**config.mk**
```make
export PLATFORM = sky130hd
export DESIGN_NAME = qipb_ctrl
export DESIGN_NICKNAME = d
export VERILOG_FILES = /design/src/qipb_pkg.sv /design/src/qipb_ctrl.sv
export VERILOG_INCLUDE_DIRS = /design/src /design/src/src
export SDC_FILE = /design/constraint.sdc
export NUM_CORES = 1
export LEC_CHECK = 0
export BUFFER_PORTS_ARGS = -buffer_cell sky130_fd_sc_hd__buf_2
export CORE_AREA = 2 2 39 41
export CTS_CLUSTER_DIAMETER = 60
export DETAILED_ROUTE_END_ITERATION = 10
export DIE_AREA = 0 0 41 43
export SLEW_MARGIN = 20
export SYNTH_ARGS = -nofsm -noshare
export SYNTH_HDL_FRONTEND = slang
export SYNTH_SLANG_ARGS = --single-unit
```
**constraint.sdc**
```tcl
create_clock -name clk -period 1.65 [get_ports clk]
set_input_delay 0.2475 -clock clk [delete_from_list [all_inputs] [get_ports clk]]
set_output_delay 0.2475 -clock clk [all_outputs]
set_load 0.1 [all_outputs]
```
**src/quic_initial_packet_builder_defines.svh**
```systemverilog
// Assertion macros shared by the QUIC Initial packet builder RTL.
// No dependencies; included by the modules that carry assertions.
`ifndef QUIC_INITIAL_PACKET_BUILDER_DEFINES_SVH
`define QUIC_INITIAL_PACKET_BUILDER_DEFINES_SVH

// Same-cycle implication, disabled while in reset
`define QIPB_ASSERT_IMP(label, clk, rst_n, ante, cons) \
    label: assert property (@(posedge clk) disable iff (!rst_n) (ante) |-> (cons)) \
        else $error("qipb: same-cycle check failed");

// Next-cycle implication, disabled while in reset
`define QIPB_ASSERT_NXT(label, clk, rst_n, ante, cons) \
    label: assert property (@(posedge clk) disable iff (!rst_n) (ante) |=> (cons)) \
        else $error("qipb: next-cycle check failed");

`endif

```
**src/qipb_pkg.sv**
```systemverilog
// Shared types, constants and the ClientHello ROM for the QUIC Initial builder.
// No dependencies; used by qipb_ctrl, qipb_dp and the top level.
package qipb_pkg;

    // Default parameter values
    localparam int HELLO_BYTES_DEF = 125;
    localparam int MAX_ID_DEF      = 20;

    // Fixed header bytes besides the two connection IDs
    localparam int FIXED_BYTES = 14;

    // Field widths
    localparam int ROOM_W = 11;
    localparam int ID_W   = 5;
    localparam int VER_W  = 32;
    localparam int CFG_IDX_W = 2;

    // Register indices on the configuration port
    typedef enum logic [CFG_IDX_W-1:0] {
        REG_DEST_ID_LEN = 2'd0,
        REG_SRC_ID_LEN  = 2'd1,
        REG_VERSION     = 2'd2
    } cfg_reg_t;

    // Register reset values
    localparam logic [ID_W-1:0]  DEFAULT_ID_LEN = 5'd8;
    localparam logic [VER_W-1:0] VERSION_1      = 32'h0000_0001;

    // Byte constants of the packet
    localparam logic [7:0] LONG_HDR_BYTE = 8'hC0;
    localparam logic [7:0] DEST_MUL      = 8'h2A;
    localparam logic [7:0] DEST_ADD      = 8'h83;
    localparam logic [7:0] SRC_MUL       = 8'h5F;
    localparam logic [7:0] SRC_ADD       = 8'h11;
    localparam logic [7:0] CRYPTO_TYPE   = 8'h06;
    localparam logic [7:0] VARINT2_MARK  = 8'h40;

    // Controller to datapath commands
    typedef struct packed {
        logic load;    // capture room and config
        logic size;    // work out ClientHello length and room check
        logic total;   // work out packet length, rewind word pointer
        logic emit;    // put out one payload word
        logic flag;    // put out the too-small result
    } ctl_cmd_t;

    // Datapath to controller status
    typedef struct packed {
        logic too_small;
        logic last_word;
    } ctl_sts_t;

    // ClientHello ROM, 125 bytes; anything beyond reads as zero
    function automatic logic [7:0] hello_byte(input logic [10:0] idx);
        logic [7:0] b;
        b = 8'h00;
        case (idx)
            11'd0:   b = 8'h16;
            11'd1:   b = 8'h03;
            11'd2:   b = 8'h01;
            11'd4:   b = 8'h78;
            11'd5:   b = 8'h01;
            11'd8:   b = 8'h74;
            11'd9:   b = 8'h03;
            11'd10:  b = 8'h03;
            11'd45:  b = 8'h02;
            11'd46:  b = 8'h13;
            11'd47:  b = 8'h01;
            11'd48:  b = 8'h01;
            11'd51:  b = 8'h49;
            11'd55:  b = 8'h14;
            11'd57:  b = 8'h12;
            11'd60:  b = 8'h0B;
            11'd61:  b = 8'h62;
            11'd62:  b = 8'h6C;
            11'd63:  b = 8'h65;
            11'd64:  b = 8'h73;
            11'd65:  b = 8'h73;
            11'd66:  b = 8'h2E;
            11'd67:  b = 8'h6C;
            11'd68:  b = 8'h6F;
            11'd69:  b = 8'h63;
            11'd70:  b = 8'h61;
            11'd71:  b = 8'h6C;
            11'd73:  b = 8'h2B;
            11'd75:  b = 8'h03;
            11'd76:  b = 8'h02;
            11'd77:  b = 8'h03;
            11'd78:  b = 8'h04;
            11'd80:  b = 8'h33;
            11'd82:  b = 8'h26;
            11'd84:  b = 8'h24;
            11'd86:  b = 8'h1D;
            11'd88:  b = 8'h20;
            11'd122: b = 8'h39;
            default: b = 8'h00;
        endcase
        return b;
    endfunction

endpackage

```
**src/qipb_ctrl.sv**
```systemverilog
// Sequencing state machine of the QUIC Initial builder.
// Depends on qipb_pkg; drives qipb_dp through ctl_cmd_t / ctl_sts_t.
`include "quic_initial_packet_builder_defines.svh"

module qipb_ctrl
(
    input  logic               clk,
    input  logic               rst_n,
    input  logic               start,
    output logic               busy,
    input  qipb_pkg::ctl_sts_t sts,
    output qipb_pkg::ctl_cmd_t cmd
);

    typedef enum logic [3:0] {
        ST_IDLE  = 4'b0001,
        ST_SIZE  = 4'b0010,
        ST_TOTAL = 4'b0100,
        ST_EMIT  = 4'b1000
    } state_t;

    state_t state_reg;
    state_t state_next;

    // State register
    always_ff @(posedge clk or negedge rst_n)
    begin
        if (!rst_n)
        begin
            state_reg <= ST_IDLE;
        end
        else
        begin
            state_reg <= state_next;
        end
    end

    // Next state and commands
    always_comb
    begin
        state_next = state_reg;
        cmd        = '0;
        unique case (state_reg)
            ST_IDLE:
            begin
                if (start)
                begin
                    cmd.load   = 1'b1;
                    state_next = ST_SIZE;
                end
            end
            ST_SIZE:
            begin
                cmd.size   = 1'b1;
                state_next = ST_TOTAL;
            end
            ST_TOTAL:
            begin
                if (sts.too_small)
                begin
                    cmd.flag   = 1'b1;
                    state_next = ST_IDLE;
                end
                else
                begin
                    cmd.total  = 1'b1;
                    state_next = ST_EMIT;
                end
            end
            ST_EMIT:
            begin
                cmd.emit = 1'b1;
                if (sts.last_word)
                begin
                    state_next = ST_IDLE;
                end
            end
            default:
            begin
                state_next = ST_IDLE;
            end
        endcase
    end

    assign busy = (state_reg != ST_IDLE);

    // Checks
    `QIPB_ASSERT_NXT(a_load_then_size, clk, rst_n, cmd.load, cmd.size)
    `QIPB_ASSERT_NXT(a_size_then_decide, clk, rst_n, cmd.size, cmd.total || cmd.flag)
    `QIPB_ASSERT_NXT(a_flag_then_free, clk, rst_n, cmd.flag, !busy)
    `QIPB_ASSERT_IMP(a_one_cmd, clk, rst_n, 1'b1, $onehot0(cmd))

endmodule

```
# == Word-level counts from Yosys, hierarchy flattened ==
# Index checks and enable logic that the tools add are counted.
# totals
output_inout_bits,6
wordCells,21
register_bits,4
mem_count,0
in_bits,5
rom_bits,0
mem_bits_rw,0
latch_bits,0
# classes
div_mod_pow,0
bitwise,0
n_reduce_logical,1
n_addsub,0
n_mux,12
n_shift,0
mul,0
eq_ne,7
magnitude_cmp,0
# ops
cell,count
one-hot mux 4 bit (4 select lines),1
2-to-1 mux 4 bit,3
2-to-1 mux 1 bit,8
== test 4 x 1 -> 1 bit (second input constant),1
== test 4 x 2 -> 1 bit (second input constant),1
== test 4 x 3 -> 1 bit (second input constant),1
== test 4 bit (second input constant),1
inequality test 2 bit (second input constant),2
inequality test 4 x 1 -> 1 bit (second input constant),1
AND reduction 2 bit,1

# == Longest topological paths before layout ==
# Gate-level depths: netlist of run 1.
# logic_depth
depth_word,3
mapped_depth,4
depth_no_buf,4

# == Worst setup path before layout of run 1 ==
# No wires, ideal clock.
# synth_path
kind,reg2out
start,register state_reg[3]
end,output cmd[1] (netlist name)
arrival_ns,3.608
required_time_ns,1.402
path_buffers,0
stages_incl_launch_ff,2
setup_slack_ns,-2.205
cell_sequence,dfrtp_1 nor4b_1
# synth_rtl
element,line,text
"start, declared",qipb_ctrl.sv:22,state_t state_reg;
"start signal, assigned",qipb_ctrl.sv:34,state_reg <= state_next;
"end, declared",qipb_ctrl.sv:12,output qipb_pkg::ctl_cmd_t cmd

==> out/qor.csv, run 1 <==
stage;metric;value;unit
run_status;status;complete, but fails checks;
run_status;failed_checks;negative setup slack;
timing;worst-slew-pin-transition;0.312;ns
synthesis;netlist_area;250;µm²
floorplanning;core_area;1380;µm²
timing;period_share;102;%
global_route;grt_pass1_vias;247;
min_path;hold_depth;2;
detailed_routing;drt_iter0_drc;7;
floorplanning;rows;14;
cells_and_area;mostFrequentLayoutCells;buf_12 (6), buf_4 (6), nor4b_4 (4), buf_2 (4);
floorplanning;die_x;41;µm
detailed_routing;routed-via-count;249;
cells_and_area;insertedDiodeCount;0;
floorplanning;start_util;18.1;%
timing;worst_slack;-0.0370;ns
timing;holdWs;0.281;ns
worst_setup_path;critical_path_class;flop to primary output;
cells_and_area;largest_reg_flops;4;
cells_and_area;fillCellCount;143;
clock_tree;cts_sinks;4;
timing;setup_viol;3;
worst_setup_path;path_max_fanout;5;
cells_and_area;final_nets;50;
detailed_routing;vias_per_cell;4.15;
detailed_routing;met1_length;272;µm
floorplanning;die_area;1760;µm²
min_path;hp-class;input pin to flop;
synthesis;ys_warn_count;0;
worst_setup_path;worstSetupStartpoint;state_reg[0]$_DFFE_PN1P_;
min_path;hold_start;start;
synthesis;synth-simple-area-share;49.0;%
floorplanning;die_h;43;µm
timing;final.setup_skew;0.0106;ns
clock_tree;clockRootBuffer;clkbuf_4;
timing;slew_viol_final;0;
clock_tree;clock_latency;0.24;ns
worst_setup_path;crit_required;1.40;ns
timing;timing.fmax;593;MHz
global_route;grt_pass1_wl;1040;µm
global_route;grt.overflow.total;0;
worst_setup_path;reg2regPathDepth;5;
cells_and_area;drive_gt1_share;68.2;%
global_route;grt_usage;8.88;%
cells_and_area;syn_to_final_growth;115;%
clock_tree;htreeDepth;1;
synthesis;synth-compound-area-share;7.50;%
floorplanning;io-pin-count;11;
synthesis;synth_cell_types;14;
detailed_routing;drc;0;
synthesis;post_synth_xor_area_fraction;0;%
synthesis;synth_seq_cells;4;
timing;maxSlewHeadroom;79.1;%
synthesis;synth_fa_ha_area_share;0;%
synthesis;yosysSeqAreaShare;40.5;%
detailed_routing;drt_pass1_iterations;2;
global_route;grt_max_degree;8;
timing;grt_setup_unrepaired;yes;
worst_setup_path;cp.arrival;1.44;ns
cells_and_area;multi_input_area;179;µm²
detailed_routing;postRouteAntennaNets;0;
timing;final_hold_viol_count;0;
clock_tree;cts_tree;done;
synthesis;synth.area.mux_share;0;%
timing;period_needed;1.69;ns
synthesis;postSynthAreaPerCell;10.9;µm²
synthesis;synth_top_family_by_area;simple AND/OR/NAND/NOR gates;
worst_setup_path;cp-start-kind;flop;
clock_tree;numCtsBuffers;3;
synthesis;synthCells;23;
synthesis;synth.net_count;28;
clock_tree;path_clk_slew;0.04;ns
run;cap_violations;0;
detailed_routing;highest_layer;met3;
detailed_routing;wirelength;642;µm
clock_tree;clk_path_buf_depth;2;
detailed_routing;wl_met2;320;µm
detailed_routing;wl_per_cell;10.7;µm
min_path;hold_end;state_reg[1]$_DFFE_PN0P_;
worst_setup_path;r2r-end;state_reg[3]$_DFFE_PN0P_;
placed_design;place_congestion;0.662;
worst_setup_path;critPathCaptureType;primary output;
global_route;antenna_found_initial;0;
placed_design;portBuffers;10;
worst_setup_path;ff2ff_setup_slack;0.30;ns
detailed_routing;wl_met3;50;µm
cells_and_area;seq_area;104;µm²
worst_setup_path;r2r_start;state_reg[0]$_DFFE_PN1P_;
[cells by family (layout without fill, tap and decap cells)]
family | Yosys count | in the layout
and+or+nand+nor | 14 | 14
buffers and inverters | 2 | 23
AOI/OAI and AO/OA | 3 | 3
DFF | 4 | 4
[stage by stage]
step | setup TNS (ns) | setup slack [ns] | util (%) | area (µm²) | cells
detailed placement | 0 | 0.165 | 32.5 | 449 | 52
CTS | -0.113 | -0.0616 | 36.4 | 504 | 59
global placement | 0 | 0.183 | 32.5 | 449 | 52
global route | -0.255 | -0.0854 | 38.9 | 538 | 60
finish | -0.0723 | -0.0370 | 38.9 | 538 | 60
floorplan | -0.642 | -0.294 | - | 282 | 23
[area by class of cell]
type	instances	share of cell area, %
inverters	2	2.56
repair buffers	17	36.3
clock buffers	4	4.88
multi-input cells	17	33.3
flip-flops and latches	4	19.3
well taps	16	3.72
[repair_timing]
item | 4_1_cts | 5_1_grt
buffers inserted | 2 | 1
endpoints found under the hold margin | 4 | 0
pin swaps | 0 | 0
hold buffers | 1 | 0
setup endpoints to repair | 4 | 5
resized for setup | 2 | 7
[worst max-delay path: stages, from the launching register on]
cell	delay, ns
dfstp_2	0.57
nor4b_4	0.27
and2_4	0.21
buf_12	0.16
[routing by layer]
metal  track usage [%]  vias up
li1                  -      124
met1              11.1      112
met2              11.9       13
met3              5.24        0
met4              4.00        0
met5                 0        -
[Yosys cell counts]
cell | count | share of area (%)
inv_1 | 1 | 1.5
nor4b_1 | 2 | 7.0
nor2_1 | 3 | 4.5
nor4b_2 | 2 | 12
a21oi_1 | 1 | 2.0
a31o_1 | 1 | 3.5
inv_2 | 1 | 1.5
and2_1 | 3 | 7.5
nor4b_4 | 1 | 9.5
nor3b_1 | 2 | 6.0
dfrtp_1 | 3 | 30
dfstp_2 | 1 | 11
o21ai_0 | 1 | 2.0
nand2b_1 | 1 | 2.5
[worst max-delay path by stage]
stage | slack, ns | cells after the start | endpoint
2_1_floorplan | -0.29 | 3 | state_reg[0]$_DFFE_PN1P_
3_3_place_gp | 0.18 | 4 | cmd[2]
3_5_place_dp | 0.16 | 3 | cmd[4]
4_1_cts | -0.06 | 3 | cmd[4]
5_1_grt | -0.09 | 4 | cmd[2]
6_report | -0.04 | 3 | cmd[4]
Power of run 1 is not shown: default switching activity piles up to over one toggle a cycle in this logic, so the estimate is an artifact.
==> run 2: changes to the inputs <==
Settings changed: SKIP_LAST_GASP set to 1.
==> run 2 against run 1 <==
  * The run still ends with negative setup slack left
  * Worst setup slack unchanged
  * Wire length unchanged
  * Worst hold slack did not move
  * Clock skew unchanged
  * Flip-flop and latch count did not move
  * Non-clock buffer count stayed put
  * Via count unchanged
==> out/qor.csv, run 2 (same netlist as run 1, synthesis figures left out) <==
stage;metric;value;unit;change
timing;worst-slew-pin-transition;0.312;ns;unchanged
floorplanning;die_x;41;µm;unchanged
global_route;antenna_found_initial;0;;unchanged
run_status;status;complete, but fails checks;;
detailed_routing;wl_per_cell;10.7;µm;unchanged
timing;final.setup_skew;0.0106;ns;unchanged
floorplanning;rows;14;;unchanged
worst_setup_path;critPathCaptureType;primary output;;
global_route;grt_max_degree;8;;unchanged
timing;period_share;102;%;unchanged
worst_setup_path;ff2ff_setup_slack;0.30;ns;about the same
worst_setup_path;crit_required;1.40;ns;about the same
worst_setup_path;path_max_fanout;5;;unchanged
timing;timing.fmax;593;MHz;unchanged
detailed_routing;routed-via-count;249;;unchanged
timing;slew_viol_final;0;;unchanged
timing;setup_viol;3;;unchanged
cells_and_area;postLayoutCellArea;538;µm²;unchanged
detailed_routing;vias_per_cell;4.15;;unchanged
worst_setup_path;cp.arrival;1.44;ns;about the same
placed_design;place_congestion;0.662;;unchanged
floorplanning;io-pin-count;11;;unchanged
global_route;grt_pass1_wl;1040;µm;unchanged
clock_tree;path_clk_slew;0.04;ns;about the same
min_path;hold_end;state_reg[1]$_DFFE_PN0P_;;
worst_setup_path;reg2regPathDepth;5;;unchanged
cells_and_area;mostFrequentLayoutCells;buf_12 (6), buf_4 (6), nor4b_4 (4), buf_2 (4);;
worst_setup_path;r2r-end;state_reg[3]$_DFFE_PN0P_;;
timing;final_hold_viol_count;0;;unchanged
global_route;grt.overflow.total;0;;unchanged
clock_tree;cts_sinks;4;;unchanged
detailed_routing;drt_iter0_drc;7;;unchanged
run;cap_violations;0;;unchanged
timing;period_needed;1.69;ns;unchanged
clock_tree;numCtsBuffers;3;;unchanged
detailed_routing;drc;0;;unchanged
min_path;hold_start;start;;
placed_design;placedInstanceArea;449;µm²;unchanged
timing;grt_setup_unrepaired;yes;;
cells_and_area;final_nets;50;;unchanged
global_route;grt_pass1_vias;247;;unchanged
floorplanning;die_area;1760;µm²;unchanged
worst_setup_path;cp-start-kind;flop;;
floorplanning;die_h;43;µm;unchanged
clock_tree;clk_path_buf_depth;2;;unchanged
worst_setup_path;r2r_start;state_reg[0]$_DFFE_PN1P_;;
cells_and_area;finalCoreUtilization;38.9;%;unchanged
worst_setup_path;critical_path_class;flop to primary output;;
floorplanning;core_area;1380;µm²;unchanged
clock_tree;htreeDepth;1;;unchanged
detailed_routing;postRouteAntennaNets;0;;unchanged
min_path;hold_depth;2;;unchanged
detailed_routing;wirelength;642;µm;unchanged
run_status;failed_checks;negative setup slack;;
cells_and_area;syn_to_final_growth;115;%;unchanged
timing;maxSlewHeadroom;79.1;%;unchanged
placed_design;place_inst;52;;unchanged
clock_tree;cts_tree;done;;
cells_and_area;largest_reg_flops;4;;unchanged
clock_tree;clockRootBuffer;clkbuf_4;;
cells_and_area;instances_no_fill;60;;unchanged
cells_and_area;drive_gt1_share;68.2;%;unchanged
detailed_routing;drt_pass1_iterations;2;;unchanged
cells_and_area;insertedDiodeCount;0;;unchanged
placed_design;portBuffers;10;;unchanged
floorplanning;start_util;18.1;%;unchanged
timing;worst_slack;-0.0370;ns;unchanged
clock_tree;clock_latency;0.24;ns;about the same
global_route;grt_usage;8.88;%;unchanged
cells_and_area;fillCellCount;143;;unchanged
min_path;hp-class;input pin to flop;;
-- run 2: cell counts in the layout (fill, tap and decap cells not counted) --
Identical to the previous run, type by type.
-- run 2: layer usage --
layer  wire length, µm  vias up  global-route usage (%)
met5                 0        -                       0
met4                 0        0                    4.00
met3                50        0                    5.24
met2               320       13                    11.9
met1               272      112                    11.1
li1                  -      124                       -
-- run 2: worst max path at each step --
stage	from	endpoint	slack [ns]	cells after the start
2_1_floorplan	state_reg[3]$_DFFE_PN0P_	state_reg[0]$_DFFE_PN1P_	-0.29	3
3_3_place_gp	state_reg[3]$_DFFE_PN0P_	cmd[2]	0.18	4
3_5_place_dp	state_reg[0]$_DFFE_PN1P_	cmd[4]	0.16	3
4_1_cts	state_reg[0]$_DFFE_PN1P_	cmd[4]	-0.06	3
5_1_grt	state_reg[3]$_DFFE_PN0P_	cmd[2]	-0.09	4
6_report	state_reg[0]$_DFFE_PN1P_	cmd[4]	-0.04	3
-- run 2: what timing repair did --
action,4_1_cts,5_1_grt
pin swaps,0,0
setup endpoints to repair,4,5
cloned,0,0
setup buffers,2,1
gates resized for setup,2,7
endpoints found under the hold margin,4,0
hold buffers,1,0
-- run 2: worst max-delay path: stages, from the launching register on --
cell and delay [ns]:
dfstp_2 0.57, nor4b_4 0.27, and2_4 0.21, buf_12 0.16
-- run 2: cell type report --
type | instances | area (µm²) | area share [%]
clock buffers | 4 | 26.3 | 4.88
repair buffers | 17 | 195 | 36.3
flip-flops and latches | 4 | 104 | 19.3
inverters | 2 | 13.8 | 2.56
well taps | 16 | 20.0 | 3.72
multi-input cells | 17 | 179 | 33.3
-- run 2: stage by stage --
stage / hold slack, ns / TNS, ns / worst slack, ns
finish: 0.281 / -0.0723 / -0.0370
global route: 0.299 / -0.255 / -0.0854
CTS: 0.287 / -0.113 / -0.0616
detailed placement: 0.0558 / 0 / 0.165
global placement: 0.0539 / 0 / 0.183
floorplan: -0.0481 / -0.642 / -0.294
Power of run 2 is left out for the same reason.
==> run 3: changes to the inputs <==
Settings changed: PLACE_DENSITY set to 0.47.
==> run 3 against run 2 <==
  * The run still ends with negative setup slack left
  * Final cell count is 6.7% higher
  * Non-clock buffer count is 4 higher
  * Count of clock-buffer cells in the layout stayed put
  * Global-route usage is 0.17 points higher
  * Sequential share of layout area is 0.84 points lower
  * Register-to-register slack worse by 0.05 ns
  * Final area is 5.8% higher
  * Wire length is 4.7% higher
  * Utilization is 2.3 points higher
  * Critical endpoint unchanged
==> out/qor.csv, run 3 (same netlist as run 1, synthesis figures left out) <==
stage;metric;value;unit;change
run_status;status;complete, but fails checks;;
run_status;failed_checks;negative setup slack;;
floorplanning;die_area;1760;µm²;unchanged
floorplanning;rows;14;;unchanged
timing;timing.fmax;589;MHz;-0.64%
clock_tree;path_clk_slew;0.04;ns;about the same
floorplanning;core_area;1380;µm²;unchanged
worst_setup_path;critPathCaptureType;primary output;;
timing;slew_viol_final;0;;unchanged
clock_tree;numCtsBuffers;3;;unchanged
detailed_routing;wirelength;672;µm;+4.7%
cells_and_area;instances_no_fill;64;;+6.7%
floorplanning;die_h;43;µm;unchanged
run;cap_violations;0;;unchanged
clock_tree;cts_sinks;4;;unchanged
cells_and_area;fillCellCount;137;;-4.2%
timing;final.setup_skew;0.00204;ns;-0.00851 ns
clock_tree;clock_latency;0.24;ns;about the same
worst_setup_path;cp_slowest_cell;dfstp_2;;
detailed_routing;routed-via-count;261;;+4.8%
cells_and_area;final_nets;54;;+8.0%
global_route;antenna_found_initial;0;;unchanged
cells_and_area;mostFrequentLayoutCells;buf_4 (10), buf_12 (6), nor4b_4 (4), buf_2 (4);;
timing;worst-slew-pin-transition;0.282;ns;-0.0304 ns
floorplanning;start_util;18.1;%;unchanged
timing;maxSlewHeadroom;80.9;%;+1.8 points
worst_setup_path;path_max_fanout;5;;unchanged
clock_tree;htreeDepth;1;;unchanged
detailed_routing;drt_pass1_iterations;1;;-1
detailed_routing;drt_iter0_drc;0;;-7
placed_design;portBuffers;10;;unchanged
cells_and_area;insertedDiodeCount;0;;unchanged
clock_tree;cts_tree;done;;
global_route;grt_pass1_vias;260;;+5.3%
clock_tree;clk_path_buf_depth;2;;unchanged
timing;setup_viol;4;;+1
cells_and_area;drive_gt1_share;72.9;%;+4.7 points
detailed_routing;drc;0;;unchanged
worst_setup_path;cp.arrival;1.45;ns;about the same
cells_and_area;syn_to_final_growth;127;%;
worst_setup_path;crit_required;1.40;ns;about the same
worst_setup_path;cp-start-kind;flop;;
placed_design;place_congestion;0.780;;+18%
worst_setup_path;critical_path_class;flop to primary output;;
floorplanning;die_x;41;µm;unchanged
worst_setup_path;cp_cell_sequence;nor4b_4 -> and2_4 -> buf_12;;
clock_tree;clockRootBuffer;clkbuf_4;;
timing;period_needed;1.70;ns;+0.0108 ns
cells_and_area;final_common_cell;buf_4;;
detailed_routing;wl_per_cell;10.5;µm;-1.9%
min_path;hp-class;input pin to flop;;
floorplanning;io-pin-count;11;;unchanged
timing;grt_setup_unrepaired;yes;;
placed_design;place_inst;51;;-1.9%
global_route;grt.overflow.total;0;;unchanged
global_route;grt_max_degree;8;;unchanged
global_route;grt_pass1_wl;1010;µm;-2.7%
timing;final_hold_viol_count;0;;unchanged
global_route;grt_usage;9.05;%;+0.17 points
detailed_routing;postRouteAntennaNets;0;;unchanged
cells_and_area;largest_reg_flops;4;;unchanged
cells_and_area;finalCoreUtilization;41.1;%;+2.3 points
worst_setup_path;max_stage_delay;0.55;ns;-0.02 ns
placed_design;dp_hpwl;466;µm;
timing;worst_slack;-0.0479;ns;-0.0108 ns
detailed_routing;vias_per_cell;4.08;;-1.7%
timing;period_share;103;%;+0.66 points
-- run 3: layer usage --
metal  track usage [%]  share of wire, %  up-vias  wire [µm]
met4              10.0               2.4        0         16
met2              11.3                54        8        362
met1              10.4                38      118        258
met3              3.66               5.2        2         35
li1                  -                 -      133          -
met5                 0                 0        -          0
-- run 3: final timing paths --
check | cells after the start | slack (ns) | to | startpoint
max in group asynchronous | 2 | 1.11 | state_reg[0]$_DFFE_PN1P_ | rst_n
min in group asynchronous | 2 | 0.34 | state_reg[2]$_DFFE_PN0P_ | rst_n
worst min register to register | 1 | 0.51 | state_reg[2]$_DFFE_PN0P_ | state_reg[2]$_DFFE_PN0P_
worst max-delay path | 3 | -0.05 | cmd[4] | state_reg[0]$_DFFE_PN1P_
worst min-delay path | 2 | 0.28 | state_reg[1]$_DFFE_PN0P_ | start
worst max register to register | 5 | 0.25 | state_reg[0]$_DFFE_PN1P_ | state_reg[2]$_DFFE_PN0P_
-- run 3: cell type report --
class	instances	area [µm²]	share of cell area, %
Tap cell	16	20.0	3.52
Inverter	2	13.8	2.42
Timing Repair Buffer	21	225	39.6
Sequential cell	4	105	18.5
Clock buffer	4	26.3	4.62
Multi-Input combinational cell	17	179	31.4
-- run 3: metrics by stage --
stage	setup WS [ns]	hold WS, ns	TNS (ns)	area (µm²)
6_report	-0.0479	0.279	-0.116	569
2_1_floorplan	-0.294	-0.0481	-0.642	282
3_5_place_dp	0.152	0.0518	0	442
5_1_grt	-0.112	0.278	-0.392	569
3_3_place_gp	0.149	0.0510	0	442
4_1_cts	-0.0801	0.275	-0.148	490
-- run 3: worst max-delay path, delay by kind of cell, from the launching register on --
family	cells	cell delay, ns
and+or+nand+nor	2	0.50
DFF	1	0.55
buffers and inverters	1	0.16
-- run 3: repair_timing --
action	CTS	global route
pin swaps	0	5
buffers inserted	1	7
endpoints found under the setup margin	4	5
endpoints found under the hold margin	4	0
hold buffers	1	0
resized for setup	3	7
Power of run 3 is left out for the same reason.
